### src/rtl/pbm_pkg.sv
package pbm_pkg;

    localparam int DEF_WEIGHT_BITS = 8;
    localparam int DEF_MAX_SRC_DIM = 4096;
    localparam int DEF_MAX_DST_DIM = 1024;

    localparam int FRAC_BITS      = 16;
    localparam int W_THRESHOLD    = 268;
    localparam int QUOT_INT_BITS  = 8;
    localparam int QUOT_BITS      = QUOT_INT_BITS + 12 + FRAC_BITS;
    localparam int SRC_W          = QUOT_BITS + 2;
    localparam int IX_W           = SRC_W - FRAC_BITS;
    localparam int DIM_W          = 13;

    typedef enum logic [2:0] {
        REG_XROW_PAIR      = 3'd0,
        REG_XCONST_YFIRST  = 3'd1,
        REG_YROW_PAIR      = 3'd2,
        REG_WROW_PAIR      = 3'd3,
        REG_WCONST         = 3'd4,
        REG_SOURCE_SIZE    = 3'd5,
        REG_SOURCE_LAYOUT  = 3'd6,
        REG_DEST_GRID      = 3'd7
    } cfg_reg_t;

    typedef struct packed {
        logic [31:0]      h00;
        logic [31:0]      h01;
        logic [31:0]      h02;
        logic [31:0]      h10;
        logic [31:0]      h11;
        logic [31:0]      h12;
        logic [31:0]      h20;
        logic [31:0]      h21;
        logic [31:0]      h22;
        logic [DIM_W-1:0] src_w;
        logic [DIM_W-1:0] src_h;
        logic [DIM_W-1:0] stride;
        logic [1:0]       bpp;
        logic [1:0]       scale;
        logic [1:0]       xoff;
        logic [1:0]       yoff;
    } cfg_t;

    typedef struct packed {
        logic             valid;
        logic             w_ok;
        logic [SRC_W-1:0] sx;
        logic [SRC_W-1:0] sy;
    } proj_t;

endpackage

### src/rtl/pbm_back.sv
module pbm_back
    import pbm_pkg::*;
#(
    parameter int WEIGHT_BITS = DEF_WEIGHT_BITS,
    parameter int MAX_SRC_DIM = DEF_MAX_SRC_DIM
)
(
    input  logic        clk,
    input  logic        rst_n,
    input  logic        en,
    input  proj_t       prj,
    input  cfg_t        cfg,
    output logic        out_valid,
    output logic [24:0] base_offset,
    output logic [1:0]  step_right,
    output logic [13:0] step_down,
    output logic [8:0]  weight_top_left,
    output logic [8:0]  weight_top_right,
    output logic [8:0]  weight_bottom_left,
    output logic [8:0]  weight_bottom_right
);

    localparam int DIMX_W = DIM_W + 1;
    localparam int PRW    = 34 + WEIGHT_BITS + 1;
    localparam int WQ_W   = PRW - 32;
    localparam logic [DIMX_W-1:0] SRC_MAX = DIMX_W'(MAX_SRC_DIM);
    localparam logic [WQ_W-1:0]   CAP     = WQ_W'(1) << WEIGHT_BITS;
    localparam logic [16:0]       ONE     = 17'(1) << FRAC_BITS;

    function automatic logic [8:0] round_weight(input logic [33:0] p);
        logic [PRW-1:0]  full;
        logic [WQ_W-1:0] wq;
        full = (PRW'(p) << WEIGHT_BITS) + (PRW'(1) << 31);
        wq = full[PRW-1:32];
        return 9'((wq > CAP) ? CAP : wq);
    endfunction

    function automatic logic [DIM_W-1:0] clamp_tap(input logic signed [IX_W-1:0] v,
                                                  input logic signed [IX_W-1:0] hi);
        logic signed [IX_W-1:0] c;
        c = (v > hi) ? hi : v;
        c = (c < 0) ? '0 : c;
        return DIM_W'(c);
    endfunction

    logic [DIMX_W-1:0]      sw_c, sh_c;
    logic signed [IX_W-1:0] sws, shs, ix, iy, ix1, iy1;
    logic                   okx0, okx1, oky0, oky1;

    logic              s1_valid_reg, s2_valid_reg, o_valid_reg;
    logic [16:0]       ax_reg, ay_reg, omax_reg, omay_reg;
    logic [3:0]        tap_ok_reg, tap_ok2_reg;
    logic [DIM_W-1:0]  bx_reg, by_reg, bx2_reg;
    logic              sr_ok_reg, sd_ok_reg, sr_ok2_reg, sd_ok2_reg;
    logic [33:0]       p_reg [4];
    logic [2*DIM_W-1:0] bystr_reg;
    logic [2*DIM_W:0]  row_sum;
    logic [2*DIM_W+2:0] off_full;
    logic [DIM_W+1:0]  stride_bytes;

    logic [24:0] base_offset_reg;
    logic [1:0]  step_right_reg;
    logic [13:0] step_down_reg;
    logic [8:0]  wt_reg [4];

    always_comb
    begin
        sw_c = (DIMX_W'(cfg.src_w) > SRC_MAX) ? SRC_MAX : DIMX_W'(cfg.src_w);
        sh_c = (DIMX_W'(cfg.src_h) > SRC_MAX) ? SRC_MAX : DIMX_W'(cfg.src_h);
        sws = $signed(IX_W'(sw_c));
        shs = $signed(IX_W'(sh_c));
        ix = prj.w_ok ? $signed(prj.sx[SRC_W-1:FRAC_BITS]) : -IX_W'(2);
        iy = prj.w_ok ? $signed(prj.sy[SRC_W-1:FRAC_BITS]) : -IX_W'(2);
        ix1 = ix + IX_W'(1);
        iy1 = iy + IX_W'(1);
        okx0 = (ix >= 0) && (ix < sws);
        okx1 = (ix1 >= 0) && (ix1 < sws);
        oky0 = (iy >= 0) && (iy < shs);
        oky1 = (iy1 >= 0) && (iy1 < shs);
    end

    assign row_sum      = (2*DIM_W+1)'(bystr_reg) + (2*DIM_W+1)'(bx2_reg);
    assign off_full     = (2*DIM_W+3)'(row_sum) * (2*DIM_W+3)'(cfg.bpp);
    assign stride_bytes = (DIM_W+2)'(cfg.stride) * (DIM_W+2)'(cfg.bpp);

    always_ff @(posedge clk or negedge rst_n)
    begin
        if (!rst_n)
        begin
            s1_valid_reg <= 1'b0;
            s2_valid_reg <= 1'b0;
            o_valid_reg  <= 1'b0;
        end
        else if (en)
        begin
            s1_valid_reg <= prj.valid;
            s2_valid_reg <= s1_valid_reg;
            o_valid_reg  <= s2_valid_reg;
        end
    end

    always_ff @(posedge clk)
    begin
        if (en)
        begin
            ax_reg     <= {1'b0, prj.sx[FRAC_BITS-1:0]};
            ay_reg     <= {1'b0, prj.sy[FRAC_BITS-1:0]};
            omax_reg   <= ONE - {1'b0, prj.sx[FRAC_BITS-1:0]};
            omay_reg   <= ONE - {1'b0, prj.sy[FRAC_BITS-1:0]};
            tap_ok_reg <= {okx1 && oky1, okx0 && oky1, okx1 && oky0, okx0 && oky0}
                          & {4{prj.w_ok}};
            bx_reg     <= clamp_tap(ix, sws - IX_W'(1));
            by_reg     <= clamp_tap(iy, shs - IX_W'(1));
            sr_ok_reg  <= (ix >= 0) && (ix1 < sws);
            sd_ok_reg  <= (iy >= 0) && (iy1 < shs);

            p_reg[0]    <= 34'(omax_reg) * 34'(omay_reg);
            p_reg[1]    <= 34'(ax_reg) * 34'(omay_reg);
            p_reg[2]    <= 34'(omax_reg) * 34'(ay_reg);
            p_reg[3]    <= 34'(ax_reg) * 34'(ay_reg);
            bystr_reg   <= (2*DIM_W)'(by_reg) * (2*DIM_W)'(cfg.stride);
            bx2_reg     <= bx_reg;
            tap_ok2_reg <= tap_ok_reg;
            sr_ok2_reg  <= sr_ok_reg;
            sd_ok2_reg  <= sd_ok_reg;

            base_offset_reg <= off_full[24:0];
            step_right_reg  <= sr_ok2_reg ? cfg.bpp : 2'd0;
            step_down_reg   <= sd_ok2_reg ? stride_bytes[13:0] : 14'd0;
            for (int i = 0; i < 4; i++)
            begin
                wt_reg[i] <= tap_ok2_reg[i] ? round_weight(p_reg[i]) : 9'd0;
            end
        end
    end

    assign out_valid           = o_valid_reg;
    assign base_offset         = base_offset_reg;
    assign step_right          = step_right_reg;
    assign step_down           = step_down_reg;
    assign weight_top_left     = wt_reg[0];
    assign weight_top_right    = wt_reg[1];
    assign weight_bottom_left  = wt_reg[2];
    assign weight_bottom_right = wt_reg[3];

endmodule
### config.mk
export PLATFORM = sky130hd
export DESIGN_NAME = pbm_back
export DESIGN_NICKNAME = d
export VERILOG_FILES = /design/src/rtl/pbm_pkg.sv /design/src/rtl/pbm_back.sv
export SDC_FILE = /design/constraint.sdc
export NUM_CORES = 2
export LEC_CHECK = 0
export BUFFER_PORTS_ARGS = -buffer_cell sky130_fd_sc_hd__clkbuf_2
export CAP_MARGIN = 20
export CORE_ASPECT_RATIO = 0.8
export CORE_MARGIN = 1
export CORE_UTILIZATION = 30
export DETAILED_ROUTE_END_ITERATION = 12
export GPL_ROUTABILITY_DRIVEN = 0
export PLACE_DENSITY_LB_ADDON = 0.25
export SLEW_MARGIN = 20
export SYNTH_ARGS = -nofsm -noshare
export SYNTH_HDL_FRONTEND = slang
export SYNTH_SLANG_ARGS = --single-unit
export TNS_END_PERCENT = 20
### constraint.sdc
create_clock -name clk -period 6.35 [get_ports clk]
set_input_delay 0.635 -clock clk [delete_from_list [all_inputs] [get_ports clk]]
set_output_delay 0.635 -clock clk [all_outputs]
set_load 0.02 [all_outputs]
Word-level counts from Yosys, hierarchy flattened --
Memories as Yosys holds them, arrays and structs flattened. Cells that the tools add are included.
Word-level totals: bits in registers 187, bits in latches 0, RAM bits 172, memory bits (read-only) 0, input bits 416, output and inout bits 78, word-level logic and storage cells 85, memories kept 2
Memories:
- p_reg | depth 4, bits a word 34, read ports 4, clocked after memory_dff 0, write ports 4, RTL line pbm_back.sv:55 | logic [33:0] p_reg [4];
- wt_reg | depth 4, bits a word 9, read ports 4, clocked after memory_dff 0, write ports 4, RTL line pbm_back.sv:64 | logic [8:0] wt_reg [4];
Operators by class: $add $sub $neg 11, multipliers 7, divide/modulo/power cells 0, order comparisons 18, eq/ne operators 0, shift-type cells 0, multiplexer cells 16, bitwise logic cells 1, reduce and logical (&&, ||, !) cells 10
Operator list (count):
- adder 42 x 32 -> 43 bit, second input constant | 4
- greater-or-equal comparator 22 x 1 -> 1 bit, second input constant | 4
- < comparator 22 x 14 -> 1 bit | 4
- 2-to-1 mux 22 bit | 4
- 2-to-1 mux 9 bit | 8
- adder 22 x 2 -> 22 bit, second input constant | 2
- > comparator 11 x 9 -> 1 bit, second input constant | 4
- > comparator 22 x 14 -> 1 bit | 2
- < comparator 22 x 1 -> 1 bit, second input constant | 2
- multiplier 17 x 17 -> 34 bit | 1
- subtractor 17 x 16 -> 17 bit, first input constant | 2
- multiplier 16 x 17 -> 33 bit | 1
- multiplier 17 x 16 -> 33 bit | 1
- multiplier 16 x 16 -> 32 bit | 1
- subtractor 13 x 1 -> 14 bit, second input constant | 2
- adder 26 x 13 -> 27 bit | 1
- multiplier 27 x 2 -> 25 bit | 1
- > comparator 13 bit, second input constant | 2
- multiplier 13 x 13 -> 26 bit | 1
- 2-to-1 mux 13 bit | 2
- multiplier 13 x 2 -> 14 bit | 1
- logical AND 1 bit | 10
- bitwise AND 4 bit | 1
- 2-to-1 mux 1 bit | 2

Longest topological paths before layout --
depth after elaboration 6, depth in mapped cells 27

Worst setup path before layout --
OpenSTA, ideal clock, no wires.
path kind reg2reg, start register omay_reg[0], end memory p_reg[1][32], data pin, setup time 0.260 ns, arrival 6.347 ns, required time 6.090 ns, slack -0.257 ns, stages on the path, launching flop included 24, buffers on the path 2, path through edfxtp_1 clkbuf_1 clkbuf_1 nand2_1 fa_1 fa_1 inv_1 fa_1 fa_1 fa_1 inv_1 fa_1 inv_1 ha_1 a21o_1 a21o_1 a221o_1 o311a_1 o21a_1 o21ai_2 a211oi_2 a21oi_2 o21ba_2 xnor2_1
RTL lines:
- from (decl) | RTL line pbm_back.sv:51 | logic [16:0] ax_reg, ay_reg, omax_reg, omay_reg;
- from (signal assigned) | RTL line pbm_back.sv:109 | omay_reg <= ONE - {1'b0, prj.sy[FRAC_BITS-1:0]};
- to (decl) | RTL line pbm_back.sv:55

==> results.sh <==
export IMPL_outcome="complete, but fails checks"
export IMPL_violations="negative setup slack"
export IMPL_finalNetCount=8265
export IMPL_crit_path_frequent_cell="fa_1"
export IMPL_pwr_share_comb_pct=84.9
export IMPL_path_clk_slew_ns=0.06
export IMPL_yosys_area_share_adder_pct=49.59
export IMPL_timing_rr_start="omay_reg[14]$_DFFE_PP_"
export IMPL_floorplan_rows=139
export IMPL_synth_top_area_share_pct=35.02
export IMPL_core_area_um2=179800
export IMPL_hold_depth=2
export IMPL_syn_inst=5862
export IMPL_vias=40090
export IMPL_ys_flop_type="edfxtp_1"
export IMPL_place_hpwl_um=123100
export IMPL_grt_pass1_vias=42220
export IMPL_worst_path_buf_inv=6
export IMPL_wire_per_inst_um=17.36
export IMPL_rsz0062_at_grt="yes"
export IMPL_slew_limit_headroom_pct=34.05
export IMPL_gr_total_overflow=0
export IMPL_wirelength_um=150900
export IMPL_setup_violations=18
export IMPL_synth_mux_area_share_pct=0.2529
export IMPL_skew_ns=0.04023
export IMPL_drc=0
export IMPL_crit_path_end_kind="flop"
export IMPL_power_density_nw_per_um2=571.2
export IMPL_crit_path_start="omay_reg[14]$_DFFE_PP_"
export IMPL_tightest_slew_ns=0.9739
export IMPL_fin_ws_ns=-0.3636
export IMPL_regArea_um2=7792
export IMPL_fp_dieH_um=383.0
export IMPL_fin_area_um2=63260
export IMPL_power_share_sequential_pct=9.4
export IMPL_post_route_util_pct=35.18
export IMPL_reg2reg_slack_ns=-0.36
export IMPL_via_per_inst=4.615
export IMPL_drive_gt1_share_pct=12.42
export IMPL_synth_fp_nets=7864
export IMPL_synthArstFlopShare_pct=1.154
export IMPL_fill_cells=18480
export IMPL_drt_iter0_markers=2285
export IMPL_p_clk_share_pct=5.7
export IMPL_synth_area_top_cells="fa_1 35%, ha_1 15%, edfxtp_1 14%"
export IMPL_final_max_slew_violation_count=0
export IMPL_path_depth=25
export IMPL_multi_input_area_um2=41830
export IMPL_dr_pass1_iters=5
export IMPL_cts_root_buf="clkbuf_16"
export IMPL_clk_path_buf_depth=3
export IMPL_clk_latency_ns=0.59
export IMPL_yosys_area_top_type="fa_1"
export IMPL_port_buffer_count=199
export IMPL_post_route_period_util_pct=105.7
export IMPL_leakage_nw=31.01
export IMPL_syn_to_final_growth_pct=16.23
export IMPL_dieWidth_um=478.2
export IMPL_ys_ff_latch=260
export IMPL_hp_start="prj[77]"
export IMPL_synth_top_family_by_area="adder cells"
export IMPL_gr_usage_all_layers_pct=16.68
export IMPL_netlist_area_um2=54430
export IMPL_dieArea_um2=183100
export IMPL_power_internal_mw=18.42
export IMPL_fin_crit_ns=6.714
export IMPL_grt_first_pass_wirelength_um=241300
export IMPL_yosys_area_share_simple_pct=17.75
export IMPL_antenna_found_initial=11
export IMPL_synth_edf_count=257
export IMPL_io_pins=494
export IMPL_fin_hold_ws_ns=0.2734
export IMPL_critical_path_max_stage_delay_ns=0.57
export IMPL_placed_cell_area_um2=60810
export IMPL_p_sw_share_pct=49.01
export IMPL_grt_max_degree=122
export IMPL_crit_arrival_ns=7.05
export IMPL_synth_cell_types=73
export IMPL_holdCritPathClass="primary input to flop"
export IMPL_maxCapViolCount=0
export IMPL_hold_viol_final=0
export IMPL_crit_slowest_cell="fa_1"
export IMPL_cts_buffers=37
export IMPL_largest_register_ffs=40
export IMPL_startpoint_type="flop"
export IMPL_fmax_mhz=149.0
export IMPL_cp_required_ns=6.68
export IMPL_vdd_drop_max_mv=0.5936
export IMPL_synth_seq_area_share_pct=14.32
export IMPL_start_util_pct=30.27
export IMPL_htree_levels=2
export IMPL_rr_worst_depth=25
export IMPL_crit_type="flop to flop"
export IMPL_ant_nets=0
export IMPL_clkSinkCount=260
export IMPL_synthXorXnorAreaFrac_pct=3.074
export IMPL_yosys_warnings=0
export IMPL_crit_family="adder cells"
export IMPL_switchingPower_mw=17.71
export IMPL_synth_compound_area_share_pct=5.264
export IMPL_cts_tree="built"
export IMPL_crit_fanout=4
export IMPL_avgSynthCellArea_um2=9.285
==> placed cells by master, fill, tap and decap left out, drive strengths merged, types with 57 or more instances in the layout <==
| cell type | count |
|---|---|
| buf | 408 |
| xor2 | 80 |
| clkbuf | 243 |
| nand2b | 58 |
| fa | 952 |
| a21o | 57 |
| a21oi | 129 |
| and2 | 612 |
| nor2 | 202 |
| xnor2 | 111 |
| ha | 634 |
| nor3 | 66 |
| inv | 1166 |
| nand3 | 72 |
| nand2 | 792 |
| edfxtp | 257 |
| o21ai | 83 |
==> stage by stage <==
stage	TNS, ns	setup WS [ns]	instances	total power [mW]
CTS	-4.509	-0.4571	8653	35.42
finish	-4.054	-0.3636	8688	36.13
global placement	-9.885	-0.7427	8561	31.54
global route	-9.918	-0.5938	8687	41.09
floorplan	0	0.0008011	5862	23.48
detailed placement	-10.17	-0.7421	8561	31.79
==> power by group through the flow <==
stage	Sequential (mW)	Combinational, mW	Clock [mW]
global placement	3.42	28.1	0
global route	3.45	35.4	2.19
detailed placement	3.43	28.4	0
finish	3.39	30.7	2.06
CTS	3.40	29.9	2.14
floorplan	3.46	20.0	0
==> cell usage after synthesis (all sizes together), types with 15 or more instances <==
master	n
o21a	31
nor2b	29
nand2	792
fa	952
nand3	72
xnor2	111
a21o	57
xor2	80
edfxtp	257
clkbuf	247
inv	1161
o21ai	83
nand4	37
and3	32
nor3	66
a31oi	18
o31ai	17
nor4	15
ha	634
a21oi	129
nor2	202
a211oi	19
and2	612
nand2b	58
==> final timing paths <==
check | to
hold reg to reg | tap_ok2_reg[0]$_DFFE_PP_
min in group asynchronous | s1_valid_reg$_DFFE_PN0P_
hold / removal | s1_valid_reg$_DFFE_PN0P_
max in group asynchronous | s2_valid_reg$_DFFE_PN0P_
setup reg to reg | p_reg[0][31]$_DFFE_PP_
setup / recovery | p_reg[0][31]$_DFFE_PP_
==> metal layers <==
layer | track usage, % | vias up | part of all wire, %
li1 | - | 18930 | -
met1 | 25.69 | 20200 | 51
met2 | 25.15 | 832 | 42
met3 | 1.843 | 124 | 5.0
met4 | 2.802 | 10 | 1.5
met5 | 0 | - | 0.038
==> kinds of logic after synthesis <==
group                      Yosys count
AOI/OAI and AO/OA                  439
buffers and inverters             1413
muxes                               13
and+or+nand+nor                   1960
adders and majority gates         1586
DFF                                260
xor gates and xnor gates           191
==> area by class of cell <==
cell class / instances / share of cell area, %
flip-flops and latches: 260 / 12.32
multi-input cells: 4189 / 66.13
inverters: 1164 / 6.907
diodes: 1 / 0.003956
clock inverters: 23 / 0.3264
clock buffers: 43 / 1.533
repair buffers: 611 / 8.040
well taps: 2397 / 4.741
==> repair_timing <==
item	4_1_cts	5_1_grt
pin swaps	70	64
gates cloned	4	1
endpoints found under the setup margin	28	32
resized for setup	76	81
endpoints found under the hold margin	3	0
hold buffers	1	0
setup buffers	21	34
No activity file was read; power rests on OpenSTA's default activity.
